<file path="config.mk">
export PLATFORM = sky130hd
export DESIGN_NAME = pm_sensor_duty_cycle_averager
export DESIGN_NICKNAME = d
export VERILOG_FILES = /design/src/rtl/pmdca_pkg.sv /design/src/rtl/pmdca_divider.sv /design/src/rtl/pmdca_datapath.sv /design/src/rtl/pmdca_ctrl.sv /design/src/rtl/pm_sensor_duty_cycle_averager.sv
export VERILOG_INCLUDE_DIRS = /design/src /design/src/rtl
export SDC_FILE = /design/constraint.sdc
export NUM_CORES = 2
export LEC_CHECK = 0
export BUFFER_PORTS_ARGS = -buffer_cell sky130_fd_sc_hd__buf_2
export CAP_MARGIN = 20
export CELL_PAD_IN_SITES_DETAIL_PLACEMENT = 0
export CELL_PAD_IN_SITES_GLOBAL_PLACEMENT = 1
export CORE_MARGIN = 2
export CORE_UTILIZATION = 40
export CTS_CLUSTER_SIZE = 8
export DETAILED_ROUTE_END_ITERATION = 8
export GPL_TIMING_DRIVEN = 0
export HOLD_SLACK_MARGIN = 0.06
export PLACE_DENSITY_LB_ADDON = 0.08
export SLEW_MARGIN = 20
export SYNTH_ARGS = -nofsm -noshare
export SYNTH_HDL_FRONTEND = slang
export SYNTH_SLANG_ARGS = --single-unit
export TNS_END_PERCENT = 1
</file>
<file path="constraint.sdc">
create_clock -name clk -period 8.88 [get_ports clk]
set_input_delay 1.776 -clock clk [delete_from_list [all_inputs] [get_ports clk]]
set_output_delay 1.776 -clock clk [all_outputs]
set_load 0.02 [all_outputs]
</file>
<file path="src/rtl/assert_macros.svh">
// ----------------------------------------------------------------------------
// Assertion macros
// Shared concurrent assertion forms for the duty cycle averager.
// ----------------------------------------------------------------------------
`ifndef ASSERT_MACROS_SVH
`define ASSERT_MACROS_SVH

// The property must hold at every clock edge outside reset.
`define PMDCA_ASSERT(name, clk, rst_n, prop, msg) \
    name: assert property (@(posedge clk) disable iff (!rst_n) (prop)) else $error(msg);

// The expression must never be true outside reset.
`define PMDCA_NEVER(name, clk, rst_n, expr, msg) \
    name: assert property (@(posedge clk) disable iff (!rst_n) !(expr)) else $error(msg);

`endif

</file>
<file path="src/rtl/pmdca_pkg.sv">
// ----------------------------------------------------------------------------
// pmdca_pkg
// Types, codes and constants shared by the duty cycle averager modules.
// ----------------------------------------------------------------------------
`default_nettype none

package pmdca_pkg;

    localparam int TICK_W     = 20;
    localparam int CFG_IDX_W  = 2;
    localparam int SAMPLE_W   = 16;
    localparam int PM_AVG_W   = 20;
    localparam int HC_AVG_W   = 16;
    localparam int AQI_W      = 9;
    localparam int USED_W     = 6;

    localparam int MAX_SAMPLES_DEF = 32;

    // Register indexes on the configuration port.
    localparam logic [CFG_IDX_W-1:0] REG_WAKE    = 2'd0;
    localparam logic [CFG_IDX_W-1:0] REG_CAPTURE = 2'd1;
    localparam logic [CFG_IDX_W-1:0] REG_SLEEP   = 2'd2;

    localparam logic [TICK_W-1:0] WAKE_TICKS_RST    = 20'd15000;
    localparam logic [TICK_W-1:0] CAPTURE_TICKS_RST = 20'd5000;
    localparam logic [TICK_W-1:0] SLEEP_TICKS_RST   = 20'd70000;
    localparam logic [TICK_W-1:0] ELAPSED_MAX       = '1;

    // Phase codes.
    localparam logic [1:0] PH_AWAKE   = 2'd0;
    localparam logic [1:0] PH_CAPTURE = 2'd1;
    localparam logic [1:0] PH_SLEEP   = 2'd2;

    // Sensor command codes.
    localparam logic [1:0] SCMD_NONE    = 2'd0;
    localparam logic [1:0] SCMD_WAKE    = 2'd1;
    localparam logic [1:0] SCMD_TRIGGER = 2'd2;
    localparam logic [1:0] SCMD_SLEEP   = 2'd3;

    // Input command codes.
    localparam logic CMD_TICK   = 1'b0;
    localparam logic CMD_SAMPLE = 1'b1;

    // ceil(2^23 / 10): exact division by ten for any 20-bit value.
    localparam logic [19:0] DIV10_MAGIC = 20'd838861;
    localparam int          DIV10_SHIFT = 23;

    typedef struct packed {
        logic step;
        logic div_start;
        logic avg_load;
        logic tens_load;
        logic aqi_start;
        logic aqi_load;
        logic out_load;
    } pmdca_cmd_t;

    typedef struct packed {
        logic cap_end;
        logic cap_empty;
        logic div_done;
    } pmdca_sts_t;

endpackage

`default_nettype wire

</file>
<file path="src/rtl/pmdca_divider.sv">
// ----------------------------------------------------------------------------
// pmdca_divider
// Restoring shift-subtract divider giving one quotient bit per cycle.
// ----------------------------------------------------------------------------
`default_nettype none

`include "assert_macros.svh"

module pmdca_divider
    import pmdca_pkg::*;
#(
    parameter int NUM_W = 27,
    parameter int DEN_W = 11
)
(
    input  wire logic             clk,
    input  wire logic             rst_n,
    input  wire logic             start,
    input  wire logic [NUM_W-1:0] num,
    input  wire logic [DEN_W-1:0] den,
    output logic                  done,
    output logic [NUM_W-1:0]      quot
);

    localparam int CNT_W = (NUM_W > 1) ? $clog2(NUM_W) : 1;

    logic             busy_reg;
    logic             done_reg;
    logic [CNT_W-1:0] cnt_reg;
    logic [NUM_W-1:0] quot_reg;
    logic [DEN_W-1:0] rem_reg;
    logic [DEN_W-1:0] den_reg;

    logic [DEN_W:0]   rem_sh;
    logic [DEN_W:0]   rem_dif;
    logic             fits;
    logic [DEN_W-1:0] rem_next;
    logic             last;

    always_comb
    begin
        rem_sh   = {rem_reg, quot_reg[NUM_W-1]};
        fits     = (rem_sh >= {1'b0, den_reg});
        rem_dif  = rem_sh - {1'b0, den_reg};
        rem_next = fits ? rem_dif[DEN_W-1:0] : rem_sh[DEN_W-1:0];
        last     = (cnt_reg == CNT_W'(NUM_W - 1));
    end

    always_ff @(posedge clk or negedge rst_n)
    begin
        if (!rst_n)
        begin
            busy_reg <= 1'b0;
            done_reg <= 1'b0;
            cnt_reg  <= '0;
        end
        else
        begin
            done_reg <= 1'b0;
            if (start)
            begin
                busy_reg <= 1'b1;
                cnt_reg  <= '0;
            end
            else if (busy_reg)
            begin
                cnt_reg <= cnt_reg + 1'b1;
                if (last)
                begin
                    busy_reg <= 1'b0;
                    done_reg <= 1'b1;
                end
            end
        end
    end

    always_ff @(posedge clk)
    begin
        if (start)
        begin
            quot_reg <= num;
            den_reg  <= den;
            rem_reg  <= '0;
        end
        else if (busy_reg)
        begin
            quot_reg <= {quot_reg[NUM_W-2:0], fits};
            rem_reg  <= rem_next;
        end
    end

    assign done = done_reg;
    assign quot = quot_reg;

    `PMDCA_NEVER(a_div_start_busy, clk, rst_n, start && busy_reg, "divider restarted while busy")

endmodule

`default_nettype wire

</file>
<file path="src/rtl/pmdca_datapath.sv">
// ----------------------------------------------------------------------------
// pmdca_datapath
// Phase timing, sample sums, averaging, AQI and the output word register.
// ----------------------------------------------------------------------------
`default_nettype none

`include "assert_macros.svh"

module pmdca_datapath
    import pmdca_pkg::*;
#(
    parameter int MAX_SAMPLES = MAX_SAMPLES_DEF
)
(
    input  wire logic                 clk,
    input  wire logic                 rst_n,
    input  wire logic                 cfg_we,
    input  wire logic [CFG_IDX_W-1:0] cfg_index,
    input  wire logic [TICK_W-1:0]    cfg_data,
    input  wire logic                 cmd,
    input  wire logic [SAMPLE_W-1:0]  pm25_sample,
    input  wire logic [SAMPLE_W-1:0]  hcho_sample,
    input  wire pmdca_cmd_t           ctl,
    output pmdca_sts_t                sts,
    output logic [1:0]                phase,
    output logic [1:0]                sensor_cmd,
    output logic                      reading_done,
    output logic                      no_data,
    output logic [PM_AVG_W-1:0]       pm25_tenths,
    output logic [HC_AVG_W-1:0]       hcho_average,
    output logic [AQI_W-1:0]          aqi,
    output logic [USED_W-1:0]         samples_used
);

    localparam int CNT_W     = $clog2(MAX_SAMPLES + 1);
    localparam int SUM_W     = SAMPLE_W + CNT_W;
    localparam int NUM_W     = SUM_W + 5;
    localparam int DEN_W     = CNT_W + 1;
    localparam int P_W       = PM_AVG_W + 20 - DIV10_SHIFT;
    localparam int SEG_SHIFT = 20;

    // Configuration.
    logic [TICK_W-1:0] wake_ticks_reg;
    logic [TICK_W-1:0] capture_ticks_reg;
    logic [TICK_W-1:0] sleep_ticks_reg;

    // Architectural state.
    logic [1:0]          phase_reg,    phase_next;
    logic [TICK_W-1:0]   elapsed_reg,  elapsed_next;
    logic [CNT_W-1:0]    count_reg,    count_next;
    logic [SUM_W-1:0]    pm_sum_reg,   pm_sum_next;
    logic [SUM_W-1:0]    hc_sum_reg,   hc_sum_next;
    logic [PM_AVG_W-1:0] pm_avg_reg,   pm_avg_next;
    logic [HC_AVG_W-1:0] hc_avg_reg,   hc_avg_next;
    logic [AQI_W-1:0]    aqi_reg,      aqi_next;
    logic                empty_reg,    empty_next;
    logic [1:0]          scmd_reg,     scmd_next;
    logic                done_reg,     done_next;

    // Working registers for the AQI calculation.
    logic [P_W-1:0]      p_reg;
    logic [AQI_W-1:0]    base_reg;
    logic [12:0]         seg_num_reg;
    logic [18:0]         seg_mag_reg;

    // Output word.
    logic [1:0]          o_phase_reg;
    logic [1:0]          o_scmd_reg;
    logic                o_done_reg;
    logic                o_empty_reg;
    logic [PM_AVG_W-1:0] o_pm_reg;
    logic [HC_AVG_W-1:0] o_hc_reg;
    logic [AQI_W-1:0]    o_aqi_reg;
    logic [USED_W-1:0]   o_used_reg;

    logic [1:0]          ph_cur;
    logic [TICK_W-1:0]   limit;
    logic [TICK_W-1:0]   el_inc;
    logic                over;

    logic [NUM_W-1:0]    pm_num;
    logic [NUM_W-1:0]    hc_num;
    logic [DEN_W-1:0]    avg_den;
    logic                pm_div_done;
    logic                hc_div_done;
    logic [NUM_W-1:0]    pm_quot;
    logic [NUM_W-1:0]    hc_quot;

    logic [39:0]         tens_prod;
    logic [8:0]          p9;
    logic [17:0]         t18;
    logic [12:0]         seg_num;
    logic [18:0]         seg_mag;
    logic [AQI_W-1:0]    seg_base;
    logic [31:0]         seg_prod;

    // ------------------------------------------------------------------
    // Configuration registers
    // ------------------------------------------------------------------
    always_ff @(posedge clk or negedge rst_n)
    begin
        if (!rst_n)
        begin
            wake_ticks_reg    <= WAKE_TICKS_RST;
            capture_ticks_reg <= CAPTURE_TICKS_RST;
            sleep_ticks_reg   <= SLEEP_TICKS_RST;
        end
        else if (cfg_we)
        begin
            unique case (cfg_index)
                REG_WAKE:    wake_ticks_reg    <= cfg_data;
                REG_CAPTURE: capture_ticks_reg <= cfg_data;
                REG_SLEEP:   sleep_ticks_reg   <= cfg_data;
                default:     ;
            endcase
        end
    end

    // ------------------------------------------------------------------
    // Step of one accepted word
    // ------------------------------------------------------------------
    always_comb
    begin
        unique case (phase_reg)
            PH_CAPTURE: ph_cur = PH_CAPTURE;
            PH_SLEEP:   ph_cur = PH_SLEEP;
            default:    ph_cur = PH_AWAKE;
        endcase

        unique case (ph_cur)
            PH_CAPTURE: limit = capture_ticks_reg;
            PH_SLEEP:   limit = sleep_ticks_reg;
            default:    limit = wake_ticks_reg;
        endcase

        el_inc = (elapsed_reg < ELAPSED_MAX) ? elapsed_reg + 1'b1 : elapsed_reg;
        over   = (el_inc > limit);

        sts.cap_end   = (cmd == CMD_TICK) && (ph_cur == PH_CAPTURE) && over;
        sts.cap_empty = (count_reg == '0);
        sts.div_done  = pm_div_done;
    end

    always_comb
    begin
        phase_next   = phase_reg;
        elapsed_next = elapsed_reg;
        count_next   = count_reg;
        pm_sum_next  = pm_sum_reg;
        hc_sum_next  = hc_sum_reg;
        pm_avg_next  = pm_avg_reg;
        hc_avg_next  = hc_avg_reg;
        aqi_next     = aqi_reg;
        empty_next   = empty_reg;
        scmd_next    = scmd_reg;
        done_next    = done_reg;

        if (ctl.step)
        begin
            phase_next = ph_cur;
            scmd_next  = SCMD_NONE;
            done_next  = 1'b0;
            if (cmd == CMD_TICK)
            begin
                elapsed_next = over ? el_inc - limit : el_inc;
                if (over)
                begin
                    unique case (ph_cur)
                        PH_CAPTURE:
                        begin
                            phase_next = PH_SLEEP;
                            scmd_next  = SCMD_SLEEP;
                            done_next  = 1'b1;
                            // An empty capture finishes here; otherwise the
                            // dividers take over.
                            if (count_reg == '0)
                            begin
                                empty_next  = 1'b1;
                                pm_avg_next = '0;
                                hc_avg_next = '0;
                                aqi_next    = '0;
                            end
                        end
                        PH_SLEEP:
                        begin
                            phase_next = PH_AWAKE;
                            scmd_next  = SCMD_WAKE;
                        end
                        default:
                        begin
                            phase_next  = PH_CAPTURE;
                            scmd_next   = SCMD_TRIGGER;
                            count_next  = '0;
                            pm_sum_next = '0;
                            hc_sum_next = '0;
                        end
                    endcase
                end
            end
            else if ((ph_cur == PH_CAPTURE) && (count_reg < CNT_W'(MAX_SAMPLES)))
            begin
                pm_sum_next = pm_sum_reg + SUM_W'(pm25_sample);
                hc_sum_next = hc_sum_reg + SUM_W'(hcho_sample);
                count_next  = count_reg + 1'b1;
            end
        end

        if (ctl.avg_load)
        begin
            empty_next  = 1'b0;
            pm_avg_next = pm_quot[PM_AVG_W-1:0];
            hc_avg_next = hc_quot[HC_AVG_W-1:0];
        end

        if (ctl.aqi_load)
        begin
            aqi_next = base_reg + seg_prod[SEG_SHIFT +: AQI_W];
        end
    end

    always_ff @(posedge clk or negedge rst_n)
    begin
        if (!rst_n)
        begin
            phase_reg   <= PH_AWAKE;
            elapsed_reg <= '0;
            count_reg   <= '0;
            pm_sum_reg  <= '0;
            hc_sum_reg  <= '0;
            pm_avg_reg  <= '0;
            hc_avg_reg  <= '0;
            aqi_reg     <= '0;
            empty_reg   <= 1'b1;
        end
        else
        begin
            phase_reg   <= phase_next;
            elapsed_reg <= elapsed_next;
            count_reg   <= count_next;
            pm_sum_reg  <= pm_sum_next;
            hc_sum_reg  <= hc_sum_next;
            pm_avg_reg  <= pm_avg_next;
            hc_avg_reg  <= hc_avg_next;
            aqi_reg     <= aqi_next;
            empty_reg   <= empty_next;
        end
    end

    always_ff @(posedge clk)
    begin
        scmd_reg <= scmd_next;
        done_reg <= done_next;
    end

    // ------------------------------------------------------------------
    // Averages: (20*sum + n) / 2n and (2*sum + n) / 2n round half up.
    // ------------------------------------------------------------------
    always_comb
    begin
        pm_num  = (NUM_W'(pm_sum_reg) << 4) + (NUM_W'(pm_sum_reg) << 2) + NUM_W'(count_reg);
        hc_num  = (NUM_W'(hc_sum_reg) << 1) + NUM_W'(count_reg);
        avg_den = DEN_W'({count_reg, 1'b0});
    end

    pmdca_divider #(
        .NUM_W (NUM_W),
        .DEN_W (DEN_W)
    ) u_pm_div (
        .clk   (clk),
        .rst_n (rst_n),
        .start (ctl.div_start),
        .num   (pm_num),
        .den   (avg_den),
        .done  (pm_div_done),
        .quot  (pm_quot)
    );

    pmdca_divider #(
        .NUM_W (NUM_W),
        .DEN_W (DEN_W)
    ) u_hc_div (
        .clk   (clk),
        .rst_n (rst_n),
        .start (ctl.div_start),
        .num   (hc_num),
        .den   (avg_den),
        .done  (hc_div_done),
        .quot  (hc_quot)
    );

    // ------------------------------------------------------------------
    // AQI: integer micrograms, then the segment slope as a reciprocal
    // multiplication scaled by 2^20.
    // ------------------------------------------------------------------
    assign tens_prod = 40'(pm_avg_reg) * 40'(DIV10_MAGIC);
    assign seg_prod  = 32'(seg_num_reg) * 32'(seg_mag_reg);

    always_ff @(posedge clk)
    begin
        if (ctl.tens_load)
        begin
            p_reg <= tens_prod[39:DIV10_SHIFT];
        end
        if (ctl.aqi_start)
        begin
            base_reg    <= seg_base;
            seg_num_reg <= seg_num;
            seg_mag_reg <= seg_mag;
        end
    end

    // Each slope is reduced to a small divisor whose rounded-up reciprocal
    // gives the truncated quotient exactly over the whole segment.
    always_comb
    begin
        p9  = p_reg[8:0];
        t18 = 18'(p9) * 18'd10;

        // Breakpoints of the EPA table, compared in whole micrograms; the segment offsets are in tenths.
        if (p_reg <= P_W'(12))
        begin
            seg_num  = 13'(p9) * 13'd25;
            seg_mag  = 19'd174763;
            seg_base = 9'd0;
        end
        else if (p_reg <= P_W'(35))
        begin
            seg_num  = (13'(p9) - 13'd12) * 13'd250;
            seg_mag  = 19'd8963;
            seg_base = 9'd50;
        end
        else if (p_reg <= P_W'(55))
        begin
            seg_num  = 13'(t18 - 18'd354);
            seg_mag  = 19'd262144;
            seg_base = 9'd100;
        end
        else if (p_reg <= P_W'(150))
        begin
            seg_num  = 13'(t18 - 18'd554);
            seg_mag  = 19'd55189;
            seg_base = 9'd150;
        end
        else if (p_reg <= P_W'(250))
        begin
            seg_num  = 13'(t18 - 18'd1504);
            seg_mag  = 19'd104858;
            seg_base = 9'd200;
        end
        else if (p_reg <= P_W'(350))
        begin
            seg_num  = 13'(t18 - 18'd2504);
            seg_mag  = 19'd104858;
            seg_base = 9'd300;
        end
        else if (p_reg <= P_W'(500))
        begin
            seg_num  = 13'(t18 - 18'd3504);
            seg_mag  = 19'd69906;
            seg_base = 9'd400;
        end
        else
        begin
            seg_num  = 13'd0;
            seg_mag  = 19'd0;
            seg_base = 9'd500;
        end
    end

    // ------------------------------------------------------------------
    // Output word register
    // ------------------------------------------------------------------
    always_ff @(posedge clk)
    begin
        if (ctl.out_load)
        begin
            o_phase_reg <= phase_reg;
            o_scmd_reg  <= scmd_reg;
            o_done_reg  <= done_reg;
            o_empty_reg <= empty_reg;
            o_pm_reg    <= pm_avg_reg;
            o_hc_reg    <= hc_avg_reg;
            o_aqi_reg   <= aqi_reg;
            o_used_reg  <= USED_W'(count_reg);
        end
    end

    assign phase        = o_phase_reg;
    assign sensor_cmd   = o_scmd_reg;
    assign reading_done = o_done_reg;
    assign no_data      = o_empty_reg;
    assign pm25_tenths  = o_pm_reg;
    assign hcho_average = o_hc_reg;
    assign aqi          = o_aqi_reg;
    assign samples_used = o_used_reg;

    `PMDCA_ASSERT(a_div_lockstep, clk, rst_n, hc_div_done |-> pm_div_done, "dividers out of step")
    `PMDCA_ASSERT(a_count_cap, clk, rst_n, count_reg <= CNT_W'(MAX_SAMPLES), "sample count overrun")

endmodule

`default_nettype wire

</file>
<file path="src/rtl/pmdca_ctrl.sv">
// ----------------------------------------------------------------------------
// pmdca_ctrl
// Sequencer: takes a word, averages when a capture ends, hands off the result.
// ----------------------------------------------------------------------------
`default_nettype none

`include "assert_macros.svh"

module pmdca_ctrl
    import pmdca_pkg::*;
(
    input  wire logic       clk,
    input  wire logic       rst_n,
    input  wire logic       in_valid,
    output logic            in_stall,
    output logic            out_valid,
    input  wire logic       out_stall,
    input  wire pmdca_sts_t sts,
    output pmdca_cmd_t      ctl
);

    typedef enum logic [5:0] {
        S_IDLE = 6'b000001,
        S_AVG  = 6'b000010,
        S_TENS = 6'b000100,
        S_SEG  = 6'b001000,
        S_AQI  = 6'b010000,
        S_EMIT = 6'b100000
    } state_t;

    state_t state_reg, state_next;
    logic   out_valid_reg, out_valid_next;

    always_comb
    begin
        state_next = state_reg;
        ctl        = '0;

        unique case (state_reg)
            S_IDLE:
            begin
                if (in_valid)
                begin
                    ctl.step = 1'b1;
                    if (sts.cap_end && !sts.cap_empty)
                    begin
                        ctl.div_start = 1'b1;
                        state_next    = S_AVG;
                    end
                    else
                    begin
                        state_next = S_EMIT;
                    end
                end
            end
            S_AVG:
            begin
                if (sts.div_done)
                begin
                    ctl.avg_load = 1'b1;
                    state_next   = S_TENS;
                end
            end
            S_TENS:
            begin
                ctl.tens_load = 1'b1;
                state_next    = S_SEG;
            end
            S_SEG:
            begin
                ctl.aqi_start = 1'b1;
                state_next    = S_AQI;
            end
            S_AQI:
            begin
                ctl.aqi_load = 1'b1;
                state_next   = S_EMIT;
            end
            S_EMIT:
            begin
                // The output register frees in the same cycle it is taken.
                if (!out_valid_reg || !out_stall)
                begin
                    ctl.out_load = 1'b1;
                    state_next   = S_IDLE;
                end
            end
            default:
            begin
                state_next = S_IDLE;
            end
        endcase

        if (ctl.out_load)
        begin
            out_valid_next = 1'b1;
        end
        else
        begin
            out_valid_next = out_valid_reg && out_stall;
        end
    end

    always_ff @(posedge clk or negedge rst_n)
    begin
        if (!rst_n)
        begin
            state_reg     <= S_IDLE;
            out_valid_reg <= 1'b0;
        end
        else
        begin
            state_reg     <= state_next;
            out_valid_reg <= out_valid_next;
        end
    end

    assign in_stall  = (state_reg != S_IDLE);
    assign out_valid = out_valid_reg;

    `PMDCA_ASSERT(a_out_from_emit, clk, rst_n, $rose(out_valid_reg) |-> $past(state_reg == S_EMIT), "result word raised outside emit")
    `PMDCA_ASSERT(a_done_when_waiting, clk, rst_n, sts.div_done |-> (state_reg == S_AVG), "divider finished unexpectedly")

endmodule

`default_nettype wire

</file>
<file path="src/rtl/pm_sensor_duty_cycle_averager.sv">
// An accepted tick or sample word goes through the emit state to the output word
// register and waits there while the receiver stalls; a tick that ends a capture
// with samples first runs the one-bit-per-cycle divider and the tens, segment and
// AQI steps. No new word is taken before the last is loaded. Reset (rst_n low,
// asynchronous): tick limits return to 15000/5000/70000, all timing and averaging
// state clears, the empty flag behind no_data is set and no result is pending.
// ----------------------------------------------------------------------------
// pm_sensor_duty_cycle_averager
// Duty cycles a particle sensor and reports PM2.5, HCHO averages and AQI.
// ----------------------------------------------------------------------------
`default_nettype none

module pm_sensor_duty_cycle_averager
    import pmdca_pkg::*;
#(
    parameter int MAX_SAMPLES = MAX_SAMPLES_DEF
)
(
    input  wire logic                 clk,
    input  wire logic                 rst_n,
    input  wire logic                 cfg_we,
    input  wire logic [CFG_IDX_W-1:0] cfg_index,
    input  wire logic [TICK_W-1:0]    cfg_data,
    input  wire logic                 in_valid,
    output logic                      in_stall,
    input  wire logic                 cmd,
    input  wire logic [SAMPLE_W-1:0]  pm25_sample,
    input  wire logic [SAMPLE_W-1:0]  hcho_sample,
    output logic                      out_valid,
    input  wire logic                 out_stall,
    output logic [1:0]                phase,
    output logic [1:0]                sensor_cmd,
    output logic                      reading_done,
    output logic                      no_data,
    output logic [PM_AVG_W-1:0]       pm25_tenths,
    output logic [HC_AVG_W-1:0]       hcho_average,
    output logic [AQI_W-1:0]          aqi,
    output logic [USED_W-1:0]         samples_used
);

    pmdca_cmd_t ctl;
    pmdca_sts_t sts;

    pmdca_ctrl u_ctrl (
        .clk       (clk),
        .rst_n     (rst_n),
        .in_valid  (in_valid),
        .in_stall  (in_stall),
        .out_valid (out_valid),
        .out_stall (out_stall),
        .sts       (sts),
        .ctl       (ctl)
    );

    pmdca_datapath #(
        .MAX_SAMPLES (MAX_SAMPLES)
    ) u_datapath (
        .clk          (clk),
        .rst_n        (rst_n),
        .cfg_we       (cfg_we),
        .cfg_index    (cfg_index),
        .cfg_data     (cfg_data),
        .cmd          (cmd),
        .pm25_sample  (pm25_sample),
        .hcho_sample  (hcho_sample),
        .ctl          (ctl),
        .sts          (sts),
        .phase        (phase),
        .sensor_cmd   (sensor_cmd),
        .reading_done (reading_done),
        .no_data      (no_data),
        .pm25_tenths  (pm25_tenths),
        .hcho_average (hcho_average),
        .aqi          (aqi),
        .samples_used (samples_used)
    );

endmodule

`default_nettype wire

</file>
==> key figures <==
Clock network
  • Clk slew on worst S/H paths: roughly 0.07 ns
  • Clk buf depth: 3
  • H-tree depth: 2
  • Resized Gates After CTS: 0
  • CTS tree: built
  • Hold bufs inserted after CTS: 0
  • Clock sinks: between 300 and 400
  • Clk_lat worst skew: 0.62 ns
  • # Post-CTS Setup Buffers: 0
  • Clk Tree Root Cell: clkbuf_16
  • TritonCTS buffer count: 55

Timing
  • RSZ-0062 raised after global routing: no
  • Tcrit/Tclk final: between 80 and 90%
  • Fmax achieved: 128 MHz
  • Post-route setup TNS: 0 ns
  • Tmin final: roughly 8 ns
  • Worst slew margin: between 20% and 30%
  • # setup viols final: 0
  • Worst-Margin Slew: 1.06 ns
  • PnR worst setup slack: around 1.1 ns
  • Fin. Hold Viols: 0
  • Fin Clk Skew: roughly 0.018 ns
  • Slew Limit Fails: 0

Logic synthesis
  • Net Count, Synth: around 4600
  • Biggest area consumer among synthesized cells: fa_1
  • Most area-consuming cells after synthesis: fa_1 (18%), ha_1 (17%), edfxtp_1 (14%), dfrtp_1 (12%), inv_1 (6.0%)
  • Cells after Synth: 3728
  • Ys flop type: dfrtp_1
  • Most frequent cell after synthesis: inv_1
  • Syn Area/Cell: approximately 10 um^2
  • Ys async rst share: approximately half
  • EDFF count, synth: approximately 170
  • Yosys reg bits: 381
  • Register area share after synthesis: between 20 and 30%
  • Top-area cell type share of the netlist area: 18.5%
  • Post-synthesis cell type count: 84
  • Post-Syn Area: between 30000 and 40000 um^2
  • Most frequent cells after synthesis: inv_1 (598), ha_1 (495), fa_1 (343)
  • YS warnings: 0

Die
  • Die Height: roughly 310 um
  • Top Ports: about 120
  • Initial Util: around 40%
  • Core Footprint: between 90000 and 100000 um^2
  • Num rows: between 100 and 150
  • Die width: just over 300 um
  • Die ar.: 95400 um^2

Global routing
  • Gr usage total: between 20% and 30%
  • First-pass GRT wire length: around 160 mm
  • Remaining global-route overflow: 0
  • Vias in the first global route: ~28000
  • Antenna violations before repair: 1
  • Pin count of the biggest net entering global routing: 90

Place
  • Placed instance count: a little over 5000
  • Place WS: about 1.1 ns
  • Post-place instance area: between 30000 and 40000 um^2
  • # port buffers: 118
  • HPWL Detailed: between 80 and 90 mm
  • Gpl congestion: approximately 0.87

Critical path
  • Largest stage delay, worst path: slightly below 0.7 ns
  • Most used cell, CP: fa_1
  • CP Launch Type: flop
  • Critical Path RT: 9.38 ns
  • Critical-path top delay cell: fa_1
  • WS Path Type: flop to flop
  • Nature of the critical path endpoint: flop
  • Family with the most delay on the worst path: adder cells
  • Worst path buffer plus inverter count: 5
  • Crit Path Max Fanout: 10
  • WP data arrival: slightly above 8 ns

Status
  • Status: finished, final reports clean

Power
  • Cell Int Power: between 0.005 and 0.006 W
  • Net Switching: ~0.0042 W
  • Combinational share of power: between 50% and 60%
  • Net Sw Frac: approximately 43%
  • Seq pwr share: between 20% and 30%
  • Clock power share: 20.5%
  • Pwr dens: approximately 240 nW/um^2
  • Tot Pwr: a little under 0.01 W
  • VDD IR max: approximately 0.21 mV
  • Leakage power: ~19 nW

Worst hold path
  • Worst Hold Class: flop to flop

Detailed routing
  • Routed WL: between 100 and 150 mm
  • Drt via density: 5.15
  • Average wire per standard cell: slightly below 20 um
  • DRT antenna net count: 0
  • DRC viols: 0
  • DR iter-0 viols: between 1500 and 2000
  • DR pass1 iterations: 5
  • Via count: approximately 27000

Cells and area
  • Layout cells sized above 1: 7.81%
  • Post-Layout Cell Count: 5201
  • Final instance area: 41200 um^2
  • Fill count: 9178
  • Area growth, synth to finish: 10.7%
  • Final nets: roughly 4800

Job
  • Max Cap Viol: 0
-- per-stage QoR --
stage	hold slack [ns]	util, %
finish	0.439	44.8
global route	0.451	44.8
CTS	0.437	44.8
detailed placement	0.407	43.0
global placement	0.432	42.8
floorplan	0.400	-
-- power by group through the flow --
| stage | registers, W | clock network (W) | logic [W] |
|---|---|---|---|
| after floorplan | 0.00253 | 0 | 0.00393 |
| after global placement | 0.00262 | 0 | 0.00531 |
| after detailed placement | 0.00261 | 0 | 0.00531 |
| after CTS | 0.00258 | 0.00209 | 0.00536 |
| after global routing | 0.00262 | 0.00217 | 0.00606 |
| final | 0.00258 | 0.00203 | 0.00528 |
-- layout make-up --
class | instances | area [um^2] | area share [%]
plain buffers | 109 | 418 | 1.01
repair buffers | 126 | 761 | 1.85
clock inverters | 5 | 63.8 | 0.155
inverters | 600 | 2250 | 5.47
diodes | 1 | 2.50 | 0.00608
clock buffers | 98 | 1570 | 3.81
flip-flops and latches | 381 | 10300 | 25.1
well taps | 1243 | 1560 | 3.78
multi-input cells | 2638 | 24200 | 58.8
-- layer usage --
layer  GRT usage (%)  share of wire [%]  vias up
li1                -                  -    13002
met1            32.3                 50    13166
met2            34.2                 44      523
met3            3.14                4.6      112
met4            4.08                1.6        0
met5               0                  0        -
-- logic make-up (layout without fill, tap and decap cells) --
| kind of cell | after synthesis | in the layout | share of synthesized area, % |
|---|---|---|---|
| AOI/OAI and AO/OA | 682 | 682 | 11.9 |
| xor gates and xnor gates | 211 | 211 | 4.99 |
| adders and majority gates | 838 | 838 | 35.1 |
| buffers and inverters | 709 | 938 | 7.18 |
| DFF | 381 | 381 | 27.8 |
| muxes | 84 | 84 | 2.47 |
| other | 0 | 1 | 0 |
| and+or+nand+nor | 823 | 823 | 10.6 |
-- cell usage in the layout, fill, tap and decap left out, drive strengths merged, types with 39 or more instances in the layout --
| master | netlist | layout |
|---|---|---|
| ha | 495 | 495 |
| nand2 | 301 | 301 |
| buf | 13 | 139 |
| xnor2 | 129 | 129 |
| a21oi | 170 | 170 |
| inv | 599 | 601 |
| nand3 | 59 | 59 |
| a21o | 39 | 39 |
| o21ai | 189 | 189 |
| edfxtp | 169 | 169 |
| dfrtp | 178 | 178 |
| nor2 | 177 | 177 |
| and2 | 78 | 78 |
| mux2 | 63 | 63 |
| fa | 343 | 343 |
| xor2 | 82 | 82 |
| a22o | 58 | 58 |
| nor3 | 46 | 46 |
| clkbuf | 96 | 194 |
-- path summary, 6_finish.rpt --
kind,slack [ns],to,start,cells after the start
worst max-delay path,1.08,u_datapath.aqi_reg[8],u_datapath.seg_mag_reg[10],29
worst min-delay path,0.44,u_datapath.aqi[0],u_datapath.aqi_reg[0],0
worst max register to register,1.08,u_datapath.aqi_reg[8],u_datapath.seg_mag_reg[10],29
worst min register to register,0.44,u_datapath.aqi[0],u_datapath.aqi_reg[0],0
max in group asynchronous,6.60,u_datapath.wake_ticks_reg[13],rst_n,3
min in group asynchronous,1.04,u_datapath.pm_sum_reg[8],rst_n,1
Power figures use the tool's default switching activity.
